===== src/hw/rtl/double_ended_queue_unit_assert.svh =====
// assertion macros for the double-ended queue unit
// used by double_ended_queue_unit.sv; needs no other file
`ifndef DOUBLE_ENDED_QUEUE_UNIT_ASSERT_SVH
`define DOUBLE_ENDED_QUEUE_UNIT_ASSERT_SVH

// same-cycle implication, off while reset is high
`define DQU_ASSERT_NOW(label, clk, rst, cond, expr) \
   label: assert property (@(posedge clk) disable iff (rst) (cond) |-> (expr)) \
      else $error("dqu check failed");

// next-cycle implication, off while reset is high
`define DQU_ASSERT_NEXT(label, clk, rst, cond, expr) \
   label: assert property (@(posedge clk) disable iff (rst) (cond) |=> (expr)) \
      else $error("dqu check failed");

`endif


===== src/hw/rtl/dqu_pkg.sv =====
// shared types and constants for the double-ended queue unit
// no dependencies
`timescale 1ns / 1ps

package dqu_pkg;

   localparam int DEPTH       = 16;
   localparam int DATA_WIDTH  = 32;
   localparam int COUNT_WIDTH = $clog2(DEPTH + 1);

   typedef enum logic [1:0] {
      CMD_PUSH_FRONT = 2'd0,
      CMD_PUSH_BACK  = 2'd1,
      CMD_POP_FRONT  = 2'd2,
      CMD_POP_BACK   = 2'd3
   } command_type;

   typedef enum logic [1:0] {
      ST_DONE      = 2'd0,
      ST_OVERFLOW  = 2'd1,
      ST_UNDERFLOW = 2'd2
   } status_type;

   // operation broadcast to every cell in the same cycle
   typedef enum logic [2:0] {
      OP_HOLD,
      OP_PUSH_FRONT,
      OP_PUSH_BACK,
      OP_POP_FRONT,
      OP_POP_BACK
   } cell_op_type;

   typedef struct packed {
      cell_op_type           op;
      logic [DATA_WIDTH-1:0] word;
   } cell_ctrl_type;

   // what a cell shows its neighbors
   typedef struct packed {
      logic                  valid;
      logic [DATA_WIDTH-1:0] data;
   } cell_link_type;

endpackage


===== src/hw/rtl/dqu_cell.sv =====
// one queue position: holds a word and its valid bit, shifts with neighbors
// depends on dqu_pkg
`timescale 1ns / 1ps

module dqu_cell (
   input  logic                               clock,
   input  logic                               reset,
   input  dqu_pkg::cell_ctrl_type             ctrl,
   input  dqu_pkg::cell_link_type             left_link,
   input  dqu_pkg::cell_link_type             right_link,
   output dqu_pkg::cell_link_type             own_link,
   output logic [dqu_pkg::DATA_WIDTH-1:0]     back_word
);

   logic                           valid_ff;
   logic                           valid_in;
   logic [dqu_pkg::DATA_WIDTH-1:0] data_ff;
   logic [dqu_pkg::DATA_WIDTH-1:0] data_in;

   always_comb begin
      valid_in = valid_ff;
      data_in  = data_ff;
      case (ctrl.op)
         dqu_pkg::OP_PUSH_FRONT: begin
            valid_in = left_link.valid;
            data_in  = left_link.data;
         end
         dqu_pkg::OP_POP_FRONT: begin
            valid_in = right_link.valid;
            data_in  = right_link.data;
         end
         dqu_pkg::OP_PUSH_BACK: begin
            // first free position takes the word
            if (!valid_ff && left_link.valid) begin
               valid_in = 1'b1;
               data_in  = ctrl.word;
            end
         end
         dqu_pkg::OP_POP_BACK: begin
            if (valid_ff && !right_link.valid) begin
               valid_in = 1'b0;
            end
         end
         default: begin
            valid_in = valid_ff;
            data_in  = data_ff;
         end
      endcase
   end

   always_ff @(posedge clock) begin
      if (reset) begin
         valid_ff <= 1'b0;
      end else begin
         valid_ff <= valid_in;
      end
   end

   always_ff @(posedge clock) begin
      data_ff <= data_in;
   end

   assign own_link.valid = valid_ff;
   assign own_link.data  = data_ff;
   // only the last occupied cell contributes to the back word
   assign back_word = (valid_ff && !right_link.valid) ? data_ff : '0;

endmodule


===== src/hw/rtl/double_ended_queue_unit.sv =====
// top level of the double-ended queue unit: a row of dqu_cell positions
// depends on dqu_pkg, dqu_cell and double_ended_queue_unit_assert.svh
`timescale 1ns / 1ps

// usage
// - a command beat is taken at a rising edge with start high and busy low;
//   req_command picks push front, push back, pop front or pop back, and
//   req_data_value is the word to push (ignored for pops)
// - busy stays low: one beat can be taken in every cycle
// - each beat gives one result beat, shown for exactly one cycle with
//   rsp_valid high, in the cycle right after the command beat
// - the result carries the status, empty and full flags, the entry count
//   and the front and back words after the command; both words read 0
//   when the queue is empty
// - push on a full queue and pop on an empty one leave the queue as it is
//   and report overflow or underflow
// - storage is a row of DEPTH cells, front entry in cell 0; every cell
//   updates from its neighbors in the same cycle, so the rate is one
//   command per cycle at any fill level
// - synchronous reset empties the queue at once; no result beat is pending
//   after reset
// - the receiver cannot stall: each result beat must be taken as it comes

module double_ended_queue_unit (
   input  logic                               clock,
   input  logic                               reset,
   input  logic                               start,
   output logic                               busy,
   input  logic [1:0]                         req_command,
   input  logic [dqu_pkg::DATA_WIDTH-1:0]     req_data_value,
   output logic                               rsp_valid,
   output logic [1:0]                         rsp_status,
   output logic                               rsp_is_empty,
   output logic                               rsp_is_full,
   output logic [dqu_pkg::COUNT_WIDTH-1:0]    rsp_entry_total,
   output logic [dqu_pkg::DATA_WIDTH-1:0]     rsp_front_word,
   output logic [dqu_pkg::DATA_WIDTH-1:0]     rsp_back_word
);

`include "double_ended_queue_unit_assert.svh"

   localparam int DW = dqu_pkg::DATA_WIDTH;
   localparam int CW = dqu_pkg::COUNT_WIDTH;
   localparam int ND = dqu_pkg::DEPTH;

   // command decode
   logic                   accept;
   dqu_pkg::command_type   command;
   logic                   is_push;
   logic                   queue_empty;
   logic                   queue_full;
   dqu_pkg::cell_ctrl_type ctrl;
   dqu_pkg::status_type    status_now;

   // result and count registers
   logic                   rsp_valid_ff;
   logic                   rsp_valid_in;
   dqu_pkg::status_type    status_ff;
   dqu_pkg::status_type    status_in;
   logic [CW-1:0]          count_ff;
   logic [CW-1:0]          count_in;

   // cell row
   dqu_pkg::cell_link_type links [ND];
   logic [DW-1:0]          back_words [ND];
   logic [ND-1:0]          valid_vec;
   logic [DW-1:0]          back_or;

   assign busy    = 1'b0;
   assign accept  = start && !busy;
   assign command = dqu_pkg::command_type'(req_command);
   assign is_push = (command == dqu_pkg::CMD_PUSH_FRONT)
                 || (command == dqu_pkg::CMD_PUSH_BACK);

   // empty and full come straight from the end cells
   assign queue_empty = !links[0].valid;
   assign queue_full  = links[ND-1].valid;

   // status and the operation handed to every cell
   always_comb begin
      status_now = dqu_pkg::ST_DONE;
      ctrl.word  = req_data_value;
      ctrl.op    = dqu_pkg::OP_HOLD;
      if (accept) begin
         if (is_push && queue_full) begin
            status_now = dqu_pkg::ST_OVERFLOW;
         end else if (!is_push && queue_empty) begin
            status_now = dqu_pkg::ST_UNDERFLOW;
         end else begin
            case (command)
               dqu_pkg::CMD_PUSH_FRONT: ctrl.op = dqu_pkg::OP_PUSH_FRONT;
               dqu_pkg::CMD_PUSH_BACK:  ctrl.op = dqu_pkg::OP_PUSH_BACK;
               dqu_pkg::CMD_POP_FRONT:  ctrl.op = dqu_pkg::OP_POP_FRONT;
               dqu_pkg::CMD_POP_BACK:   ctrl.op = dqu_pkg::OP_POP_BACK;
               default:                 ctrl.op = dqu_pkg::OP_HOLD;
            endcase
         end
      end
   end

   // entry count follows the accepted operation
   always_comb begin
      count_in = count_ff;
      case (ctrl.op)
         dqu_pkg::OP_PUSH_FRONT, dqu_pkg::OP_PUSH_BACK: count_in = count_ff + 1'b1;
         dqu_pkg::OP_POP_FRONT, dqu_pkg::OP_POP_BACK:   count_in = count_ff - 1'b1;
         default:                                       count_in = count_ff;
      endcase
   end

   assign rsp_valid_in = accept;
   assign status_in    = accept ? status_now : status_ff;

   always_ff @(posedge clock) begin
      if (reset) begin
         rsp_valid_ff <= 1'b0;
         status_ff    <= dqu_pkg::ST_DONE;
         count_ff     <= '0;
      end else begin
         rsp_valid_ff <= rsp_valid_in;
         status_ff    <= status_in;
         count_ff     <= count_in;
      end
   end

   // row of cells; cell 0 sees the incoming word as its left neighbor,
   // the last cell sees an empty right neighbor
   for (genvar i = 0; i < ND; i++) begin : g_cell
      dqu_pkg::cell_link_type left_link;
      dqu_pkg::cell_link_type right_link;

      if (i == 0) begin : g_first
         assign left_link.valid = 1'b1;
         assign left_link.data  = req_data_value;
      end else begin : g_mid_left
         assign left_link = links[i-1];
      end

      if (i == ND - 1) begin : g_last
         assign right_link.valid = 1'b0;
         assign right_link.data  = '0;
      end else begin : g_mid_right
         assign right_link = links[i+1];
      end

      dqu_cell u_cell (
         .clock      (clock),
         .reset      (reset),
         .ctrl       (ctrl),
         .left_link  (left_link),
         .right_link (right_link),
         .own_link   (links[i]),
         .back_word  (back_words[i])
      );

      assign valid_vec[i] = links[i].valid;
   end

   // at most one cell flags itself as the back, so an or merges them
   always_comb begin
      back_or = '0;
      for (int k = 0; k < ND; k++) begin
         back_or = back_or | back_words[k];
      end
   end

   // result beat: fields read the state left by the command
   assign rsp_valid       = rsp_valid_ff;
   assign rsp_status      = status_ff;
   assign rsp_is_empty    = queue_empty;
   assign rsp_is_full     = queue_full;
   assign rsp_entry_total = count_ff;
   assign rsp_front_word  = links[0].valid ? links[0].data : '0;
   assign rsp_back_word   = back_or;

   // checks
   `DQU_ASSERT_NEXT(a_rsp_follows_cmd, clock, reset, accept, rsp_valid_ff)
   `DQU_ASSERT_NOW(a_count_matches_cells, clock, reset, 1'b1,
      $countones(valid_vec) == int'(count_ff))
   `DQU_ASSERT_NOW(a_cells_packed_front, clock, reset, 1'b1,
      ((valid_vec >> 1) & ~valid_vec) == '0)
   `DQU_ASSERT_NEXT(a_overflow_keeps_full, clock, reset,
      accept && is_push && queue_full, count_ff == CW'(ND))
   `DQU_ASSERT_NEXT(a_underflow_keeps_empty, clock, reset,
      accept && !is_push && queue_empty, count_ff == '0)

endmodule

===== config.mk =====
export PLATFORM = sky130hd
export DESIGN_NAME = double_ended_queue_unit
export DESIGN_NICKNAME = d
export VERILOG_FILES = /design/src/hw/rtl/dqu_pkg.sv /design/src/hw/rtl/dqu_cell.sv /design/src/hw/rtl/double_ended_queue_unit.sv
export VERILOG_INCLUDE_DIRS = /design/src /design/src/hw/rtl
export SDC_FILE = /design/constraint.sdc
export NUM_CORES = 1
export LEC_CHECK = 0
export BUFFER_PORTS_ARGS = -buffer_cell sky130_fd_sc_hd__buf_2
export CAP_MARGIN = 5
export CORE_ASPECT_RATIO = 2
export CORE_MARGIN = 2
export CORE_UTILIZATION = 30
export DETAILED_ROUTE_END_ITERATION = 16
export GPL_ROUTABILITY_DRIVEN = 0
export PLACE_DENSITY = 0.52
export SYNTH_ARGS = -nofsm -noshare
export SYNTH_HDL_FRONTEND = slang
export SYNTH_SLANG_ARGS = --single-unit

===== constraint.sdc =====
create_clock -name clock -period 10 [get_ports clock]
set_clock_uncertainty 0.1 [all_clocks]
set_input_delay 0.5 -clock clock [delete_from_list [all_inputs] [get_ports clock]]
set_output_delay 0.5 -clock clock [all_outputs]
set_load 0.1 [all_outputs]

==> results of run 1 <==
==> worst max-delay path by stage <==
stage	startpoint	cells after the start	slack (ps)	endpoint
4_1_cts	g_cell[15].u_cell.valid_ff$_SDFFE_PP0P_	11	5230	rsp_entry_total[4]$_SDFFE_PP0P_
2_1_floorplan	g_cell[15].u_cell.valid_ff$_SDFFE_PP0P_	12	5980	rsp_entry_total[4]$_SDFFE_PP0P_
3_3_place_gp	req_command[1]	13	5290	rsp_entry_total[4]$_SDFFE_PP0P_
3_5_place_dp	req_command[1]	13	5220	rsp_entry_total[4]$_SDFFE_PP0P_
6_report	g_cell[15].u_cell.valid_ff$_SDFFE_PP0P_	11	5240	rsp_entry_total[4]$_SDFFE_PP0P_
5_1_grt	g_cell[15].u_cell.valid_ff$_SDFFE_PP0P_	11	4890	rsp_entry_total[4]$_SDFFE_PP0P_
==> cells by family (layout without fill, tap and decap cells) <==
group                      Yosys count  after routing
xor gates and xnor gates             3              3
other                                1              2
AOI/OAI and AO/OA                  821            821
muxes                                3              3
buffers and inverters              266            276
and+or+nand+nor                    257            257
DFF                                536            536
adders and majority gates            8              8
==> registers in the layout (all words and copies together) (netlist names) <==
| name | count |
|---|---|
| g_cell.u_cell.data_ff | 512 |
| g_cell.u_cell.valid_ff | 16 |
| rsp_entry_total | 5 |
| rsp_status | 2 |
| rsp_valid | 1 |
==> routing by layer <==
layer,track usage,up-vias,routed length [µm]
li1,-,8205,-
met1,0.270,10200,37000
met2,0.321,1126,43700
met3,0.0351,229,7630
met4,0.0744,0,3750
met5,0,-,0
==> layout make-up <==
type / instances / share of cell area
clock buffer: 64 / 0.0486
sequential: 536 / 0.538
antenna: 1 / 0.0000849
inverter: 18 / 0.00229
clock inverter: 39 / 0.0163
timing repair buffer: 155 / 0.0310
multi-input combinational: 1093 / 0.314
tap: 1162 / 0.0493
==> per-stage QoR <==
step	worst slack [ps]	util	hold WS (ps)
4_1_cts	5230	0.341	27.6
3_5_place_dp	5220	0.318	401
3_3_place_gp	5290	0.318	401
5_1_grt	4890	0.341	62.6
6_report	5240	0.341	55.4
2_1_floorplan	5980	-	396
==> Yosys cell counts (all sizes together), types with 2 or more instances <==
library cell / instances / area, µm²
edfxtp: 512 / 15400
a221o: 448 / 4480
clkbuf: 163 / 612
a221oi: 128 / 1120
a22o: 128 / 1120
nand2: 101 / 379
buf: 85 / 480
and2: 77 / 484
a21oi: 37 / 185
a21o: 35 / 263
nand4: 32 / 200
dfxtp: 24 / 480
nor2: 19 / 71.3
inv: 18 / 67.6
a2111oi: 13 / 176
o31ai: 12 / 90.1
nor3: 11 / 66.3
ha: 7 / 87.6
nor2b: 6 / 37.5
o21ai: 5 / 28.8
or3: 3 / 18.8
a211oi: 2 / 15.0
mux2i: 2 / 20.0
nand3: 2 / 10.0
o211ai: 2 / 15.0
o21a: 2 / 16.3
xnor2: 2 / 17.5
==> worst reg2reg max path, delay by kind of cell, from the launching register on <==
kind	cells	cell delay (ps)
AND/OR/NAND/NOR	3	1650
AO/OA/AOI/OAI	4	990
buffers and inverters	1	660
adder cells (fa/ha/maj)	1	470
multiplexers	1	360
flip-flops	1	310
XOR/XNOR	1	100
==> report_power, final <==
group	leakage, nW	switching (mW)	internal (mW)
clock network	0.919	0.930	1.31
registers	4.94	0.118	2.66
logic	4.08	0.955	0.335
==> summary by stage, run 1 <==
Outcome
The flow ran to the end, and the final reports show no timing, DRC or antenna violations.

Worst setup path
The worst register-to-register path has a setup slack of 5240 ps. In this run the worst path has a maximum fanout of 41. By startpoint and endpoint, the worst setup path is classified as reg2reg. The startpoint identified for the worst register-to-register timing path is g_cell[15].u_cell.valid_ff$_SDFFE_PP0P_. The worst setup path is captured at a register. The critical path's slowest cell is or3_1. The critical path data arrival time is 5170 ps. The worst setup path is launched from a register. Among the stages of the critical path, the cell type that occurs most often is or3_1. The worst path buffer plus inverter count is 1. The cell family contributing the most delay on the critical path is simple AND/OR/NAND/NOR gates. The critical register-to-register path endpoint is rsp_entry_total[4]$_SDFFE_PP0P_. STA puts the critical path data required time at 10,410 ps.

The depth of the worst register-to-register path is 11. Walking the worst path, the cells encountered are buf_4 > o21a_2 > or3_1 > or3_1 > nand2_1 > fa_1 > a21o_1 > a21oi_1 > xnor2_1 > a211oi_1 > mux2_2. On the worst path, the slowest cell contributes a delay of 730 ps.

Yosys
For this run, the leading register cell type out of synthesis is edfxtp_1. Of the post-synthesis cell area, the part taken by muxes is 0.00120. The number of library cell types mapped by synthesis is 54. The number of synthesized register bits is 536.

The share of flip-flops with an asynchronous set or reset after synthesis is 0. After synthesis, the largest family of logic cells by area is compound AO/OA/AOI/OAI gates. Synthesis produced a netlist whose cell count is 1,895. The synthesized area is 26,100 µm².

The register area share after synthesis is 0.608. The adder-cell area share of the yosys netlist is 0.00412. The compound-gate portion of the synthesized area is 0.291. The mean instance size in the synthesized netlist is 13.8 µm². The number of warnings issued by yosys is 0. The total nets after synthesis is 1,940. Of the total synthesized cell area, the portion taken by AND, OR, NAND and NOR gates is 0.0505. Of the total synthesized cell area, the portion taken by XOR and XNOR cells is 0.00101. The number of enable flip-flop cells after synthesis is 512.

Final layout
The most common cell after layout, fill and taps aside is edfxtp_1. The number of standard cells in the layout, taps in and fillers out is 3,068. In the final layout, the multi-input gates occupy 9260 µm². The area occupied by registers is 15,900 µm². The total non-filler cell area in the finished layout is 29,500 µm².

The layout has 8,475 filler cells. Of the cells placed in the final design, the portion with a size suffix greater than 1 is 0.152. The final layout contains 1,904 nets. The library cells used most frequently in the layout, excluding fill and tap cells, are 512 x edfxtp_1, 448 x a221o_1, 128 x a22o_1, 128 x a221oi_1, 110 x buf_2.

The area added between synthesis and finish is 13.0%.

GRT
The via count of the first global-routing pass is 18,900. The final global-route overflow total is 0. The initial antenna violation count is 0. Entering global routing, the biggest net connects 223 pins. The aggregate global-route resource usage is 0.200. The first global-routing pass estimated 133,000 µm of wire.

STA
The max-slew violation count came to 0. The fmax is 0.210 GHz. For the pin with the worst max-slew slack, the measured transition is 1220 ps. Headroom to the max-slew limit came out at 0.188. The final critical-path required period is 4760 ps. The count of endpoints failing hold in the final timing report came to 0. The setup-violating endpoint count in the final report is 0. Setup repair after global routing left no endpoint under its margin.

The period utilization is 0.476. In the final timing run, aggregate negative setup slack is 0 ps.

Power
Summed over all cells, the static leakage comes to 9.93 nW. The power density relative to cell area is 214 nW/µm². The post-route total power is 6.31 mW. Across the VDD grid, the largest voltage drop is 0.169 mV.

Clock network
At the later pin of the worst-skew pair, clock insertion delay measures 620 ps. The maximum level of the CTS H-tree is 2. After clock tree synthesis, the clock-pin slew on the worst setup and hold paths is 70 ps. In this run, post-CTS hold repair placed 0 buffers. The tree built by TritonCTS fans out to 536 sinks. The root buffer cell chosen for the clock tree is clkbuf_16. TritonCTS built the clock tree.

Post-CTS repair changed the size of 0 cells. The largest buffer count on any clock path is 3. In this run, CTS created clock tree buffers numbering 55. The number of buffers added for setup after CTS is 0.

Detailed routing
In this run, the number of DRC markers left after iteration 0 of detailed routing was 2,373. For this run, design rule violations remaining after detail routing come to 0. Once detail routing completed, the nets flagged for antenna violations numbered 0. After detailed routing, the average wire length per cell comes to 30.0 µm. Using the TritonRoute via totals, the vias-per-cell ratio works out to 6.43. The total iterations of the first detailed-routing run is 8. The routed layout has 19,700 vias. For this block, the routed nets add up to 92,100 µm of wire.

Job
Max-cap violations in this run came to 0.

Die
The number of rows created at floorplan is 153. The width of the die is 213 µm. The vertical die dimension is 421 µm. The initial utilization of the core area, before any placement, comes to 0.302. The floorplan step defined a die boundary enclosing 89,500 µm².

In this run the count of I/O pins placed on the die edge is 112. The area of the core is 86,500 µm².

Place
Once detailed placement completed, the half-perimeter wirelength came to 44,900 µm. Input and output buffers added on the ports amount to 110. Once placement completed, the tool counted placed cells totaling 2,964. The total cell area at the placement stage is 27,600 µm².

Worst hold path
The worst hold path terminates at g_cell[0].u_cell.data_ff[20]$_DFFE_PP_. The path category of the worst min-delay check is in2reg. The startpoint of the lowest-slack hold path is req_data_value[20].

The worst hold path was traced through 3 stages.
Note: power is estimated with default switching activity, not from simulation.
==> run 2: changes to the inputs <==
--- a/config.mk
+++ b/config.mk
@@ -6,6 +6,7 @@
 export SDC_FILE = /design/constraint.sdc
 export NUM_CORES = 1
 export LEC_CHECK = 0
+export ABC_AREA = 1
 export BUFFER_PORTS_ARGS = -buffer_cell sky130_fd_sc_hd__buf_2
 export CAP_MARGIN = 5
 export CORE_ASPECT_RATIO = 2
==> constraint.sdc (replaced) <==
create_clock -name clock -period 4.56 [get_ports clock]
set_clock_uncertainty 0.1 [all_clocks]
set_input_delay 0.228 -clock clock [delete_from_list [all_inputs] [get_ports clock]]
set_output_delay 0.228 -clock clock [all_outputs]
set_load 0.1 [all_outputs]
==> run 2 against run 1 <==
Against the previous run:
- non-clock buffer count rose by 59
- combinational power rose to 3.8 times the previous value
- sequential share of layout area decreased by 3.8 points
- cell count up 28%
- die area up 5.9%
- routed wire length grew 16%
- critical endpoint is now rsp_back_word[0]
==> summary by stage, run 2 <==
Die
The number of rows created at floorplan is 157 (+2.6%). The vertical die dimension is 433 µm (+2.9%). The number of top-level design ports is 112 (unchanged). The width of the die came to 219 µm (+2.9%). The area of the core is 91,500 µm² (+5.8%). The area of the die is 94,800 µm² (+5.9%).

The initial standard-cell utilization of the core is 0.302 (+0.000534).

Detailed routing
The number of design rule violations left after detail routing is 0 (unchanged). The total iterations of the first detailed-routing run is 6 (-2). The number of DRC violations after detailed-routing iteration 0 is 2,410 (+1.6%). The detail-routed net length per standard cell was 27.3 µm (-9.1%).

The final routed wirelength across all metal layers is 107,000 µm (+16%). The routed via count divided by cell count was 5.76 (-10%). The count of antenna-violating nets left after detailed routing came to 0 (unchanged). The via count came to 22,600 (+15%).

Final layout
Counting flops per register, the top entry is g_cell.u_cell.data_ff. The most common cell after layout, fill and taps aside is inv_1. The area occupied by multi-input gates was 8510 µm² (-8.1%). The net count of the finished layout was 2,744 (+44%). The number of fillers in the final layout is 9,338 (+10%).

The area added between synthesis and finish is 14.6%. The area occupied by registers is 15,900 µm² (about the same). The end-of-flow core utilization was 0.346 (+0.00550). In the layout the commonest cells are 571 x inv_1, 512 x edfxtp_1, 441 x o221ai_1. The number of standard cells in the layout, taps in and fillers out is 3,931 (+28%). The share of post-route cells with drive strength above 1 is 0.118 (-0.0346).

The flip-flop count of the largest register after layout is 512 (unchanged).

GRT
The aggregate global-route resource usage is 0.222 (+0.0223). The first-pass GRT wire length was 155,000 µm (+16%). The via count of the first global-routing pass was 22,600 (+20%). The final global-route overflow total came to 0 (unchanged). The initial antenna violation count is 1 (+1). The largest net degree at the start of global routing is 201 (-9.9%).

Place
The quantity of I/O buffers inserted on ports is 110 (unchanged). The half-perimeter wire length of the detailed placement result is 67,000 µm (+49%). The number of placed instances, taps included came to 3,806 (+28%).

Clock network
The largest buffer count on any clock path is 3 (unchanged). TritonCTS built the clock tree. The clock-pin slew of the registers on the worst-case setup and hold paths was 70 ps (about the same). The clock insertion delay at the later pin of the skew report is 620 ps (about the same).

The TritonCTS sink count is 536 (unchanged). The clock buffer count from CTS is 49 (-11%). The maximum level of the CTS H-tree came to 2 (unchanged). The number of buffers inserted by hold repair at cts is 34 (+34). The number of buffers added for setup after CTS is 0 (unchanged).

The library cell used as clock root buffer is clkbuf_16. The number of instances resized during post-cts repair is 0 (unchanged).

Outcome
The run finished with clean final reports.

Worst hold path
The worst hold path belongs to the class in2reg. In this run the most critical hold path is launched from req_command[0].

Yosys
The total nets after synthesis is 2,684 (+38%). The register area share after synthesis is 0.573 (-0.0343). The most frequent cell after synthesis is inv_1.

The synthesized area is 27,700 µm² (+6.0%). The share of the synthesized area in the top cell type is 0.556 (-0.0332). The prevailing post-synth register cell is edfxtp_1. After synthesis, the cell types taking the most area are edfxtp_1 56%, o221ai_1 14%, inv_1 8.0%, nand2_1 3.8%, o22ai_1 3.3%. The synthesized instance count is 2,639 (+39%).

The number of synthesized register bits came to 536 (unchanged). The number of library cell types mapped by synthesis came to 45 (-17%). The mean instance size in the synthesized netlist was 10.5 µm² (-24%).

The share of flip-flops with an asynchronous set or reset after synthesis came to 0 (unchanged). The number of warnings issued by yosys is 0 (unchanged). The number of enable flip-flop cells after synthesis came to 512 (unchanged).

By count the netlist is led by 588 x inv_1, 512 x edfxtp_1, 441 x o221ai_1. The library cell with the largest summed area after synthesis is edfxtp_1.

STA
Setup repair after global routing left no endpoint under its margin. The clock period could shrink to 3750 ps. Of the available clock period, the critical path in the final layout requires 0.822. The tightest slew margin relative to the limit is 0.255 (+0.0670). The slew at the pin with the worst max-slew slack is 1110 ps (-107 ps). The setup-violating endpoint count in the final report was 0 (unchanged). The count of endpoints failing hold in the final timing report is 0 (unchanged).

The max-slew violation count is 0 (unchanged). The post-route setup TNS is 0 ps (unchanged). Based on the critical path, the design can be clocked at up to 0.267 GHz.

Worst setup path
The most critical setup path has its startpoint at g_cell[1].u_cell.valid_ff$_SDFFE_PP0P_. The type of element launching the critical path is a register. The endpoint required time on the critical path came to 4230 ps (-6180 ps). The category of the worst setup path capture point is an output port.

The largest fanout on the critical path is 7 (-83%). The worst setup path is of the reg2out kind. The critical path data arrival time was 3420 ps (-1750 ps). In this run the critical register-to-register path is launched from g_cell[15].u_cell.valid_ff$_SDFFE_PP0P_.

Power
The leakage power total is 12.7 nW (+28%). The worst ir drop on vdd is 0.403 mV (+140%). The power density relative to cell area is 486 nW/µm² (+130%).

Job
The max-cap violation count was 0 (unchanged).
-- run 2: cell count changes after synthesis, sizes merged, moves of 112 or more --
cell    delta
a221oi   -112
a221o    -448
o22ai    +143
inv      +574
a22o     -128
o221ai   +440
nand2    +212
-- run 2: per-stage QoR --
stage	setup WS (ps)	power [mW]	hold slack, ps	instance area [µm²]
final	813	15.4	163	31700
after global routing	697	15.8	196	31700
after CTS	730	15.4	152	31700
after detailed placement	1200	11.1	349	29800
after global placement	1240	11.1	346	29800
after floorplan	1270	9.23	197	27700
-- run 2: worst paths after layout --
| kind | end | slack, ps | depth (start not counted) |
|---|---|---|---|
| max | rsp_back_word[0] | 810 | 7 |
| min | rsp_status[0]$_SDFFE_PP0P_ | 160 | 4 |
| max reg2reg | g_cell[3].u_cell.data_ff[23]$_DFFE_PP_ | 1330 | 9 |
| min reg2reg | rsp_entry_total[2]$_SDFFE_PP0P_ | 400 | 1 |
-- run 2: kinds of logic after synthesis --
family,after synthesis,share of synthesized area
AOI/OAI and AO/OA,785,0.218
xor gates and xnor gates,2,0.000634
adders and majority gates,8,0.00389
buffers and inverters,804,0.120
DFF,536,0.573
other,1,0.000136
and+or+nand+nor,503,0.0835
-- run 2: routing by layer --
metal	up-vias	track usage	wire, µm
li1	9962	-	-
met1	11400	0.266	40600
met2	1031	0.380	52600
met3	276	0.0287	6930
met4	0	0.132	7150
met5	-	0	0
-- run 2: final cells by class --
| cell class | instances | area share |
|---|---|---|
| Multi-Input combinational cell | 1299 | 0.269 |
| Clock inverter | 23 | 0.00841 |
| Timing Repair Buffer | 214 | 0.0624 |
| Antenna cell | 1 | 0.0000790 |
| Clock buffer | 67 | 0.0415 |
| Sequential cell | 536 | 0.500 |
| Inverter | 599 | 0.0713 |
| Tap cell | 1192 | 0.0471 |
-- run 2: power by group --
group | total [mW] | leakage, nW | switching, mW | internal, mW
registers | 6.22 | 4.95 | 0.181 | 6.03
logic | 4.84 | 7.02 | 3.57 | 1.27
clock network | 4.33 | 0.763 | 2.01 | 2.32
-- run 2: worst max-delay path: stages (launching register included) --
cell and delay, ps:
dfxtp_1 820, nand2_2 380, inv_1 700, nand2_1 100, o2111ai_1 120, a21oi_1 60, nand4_1 160, buf_2 460
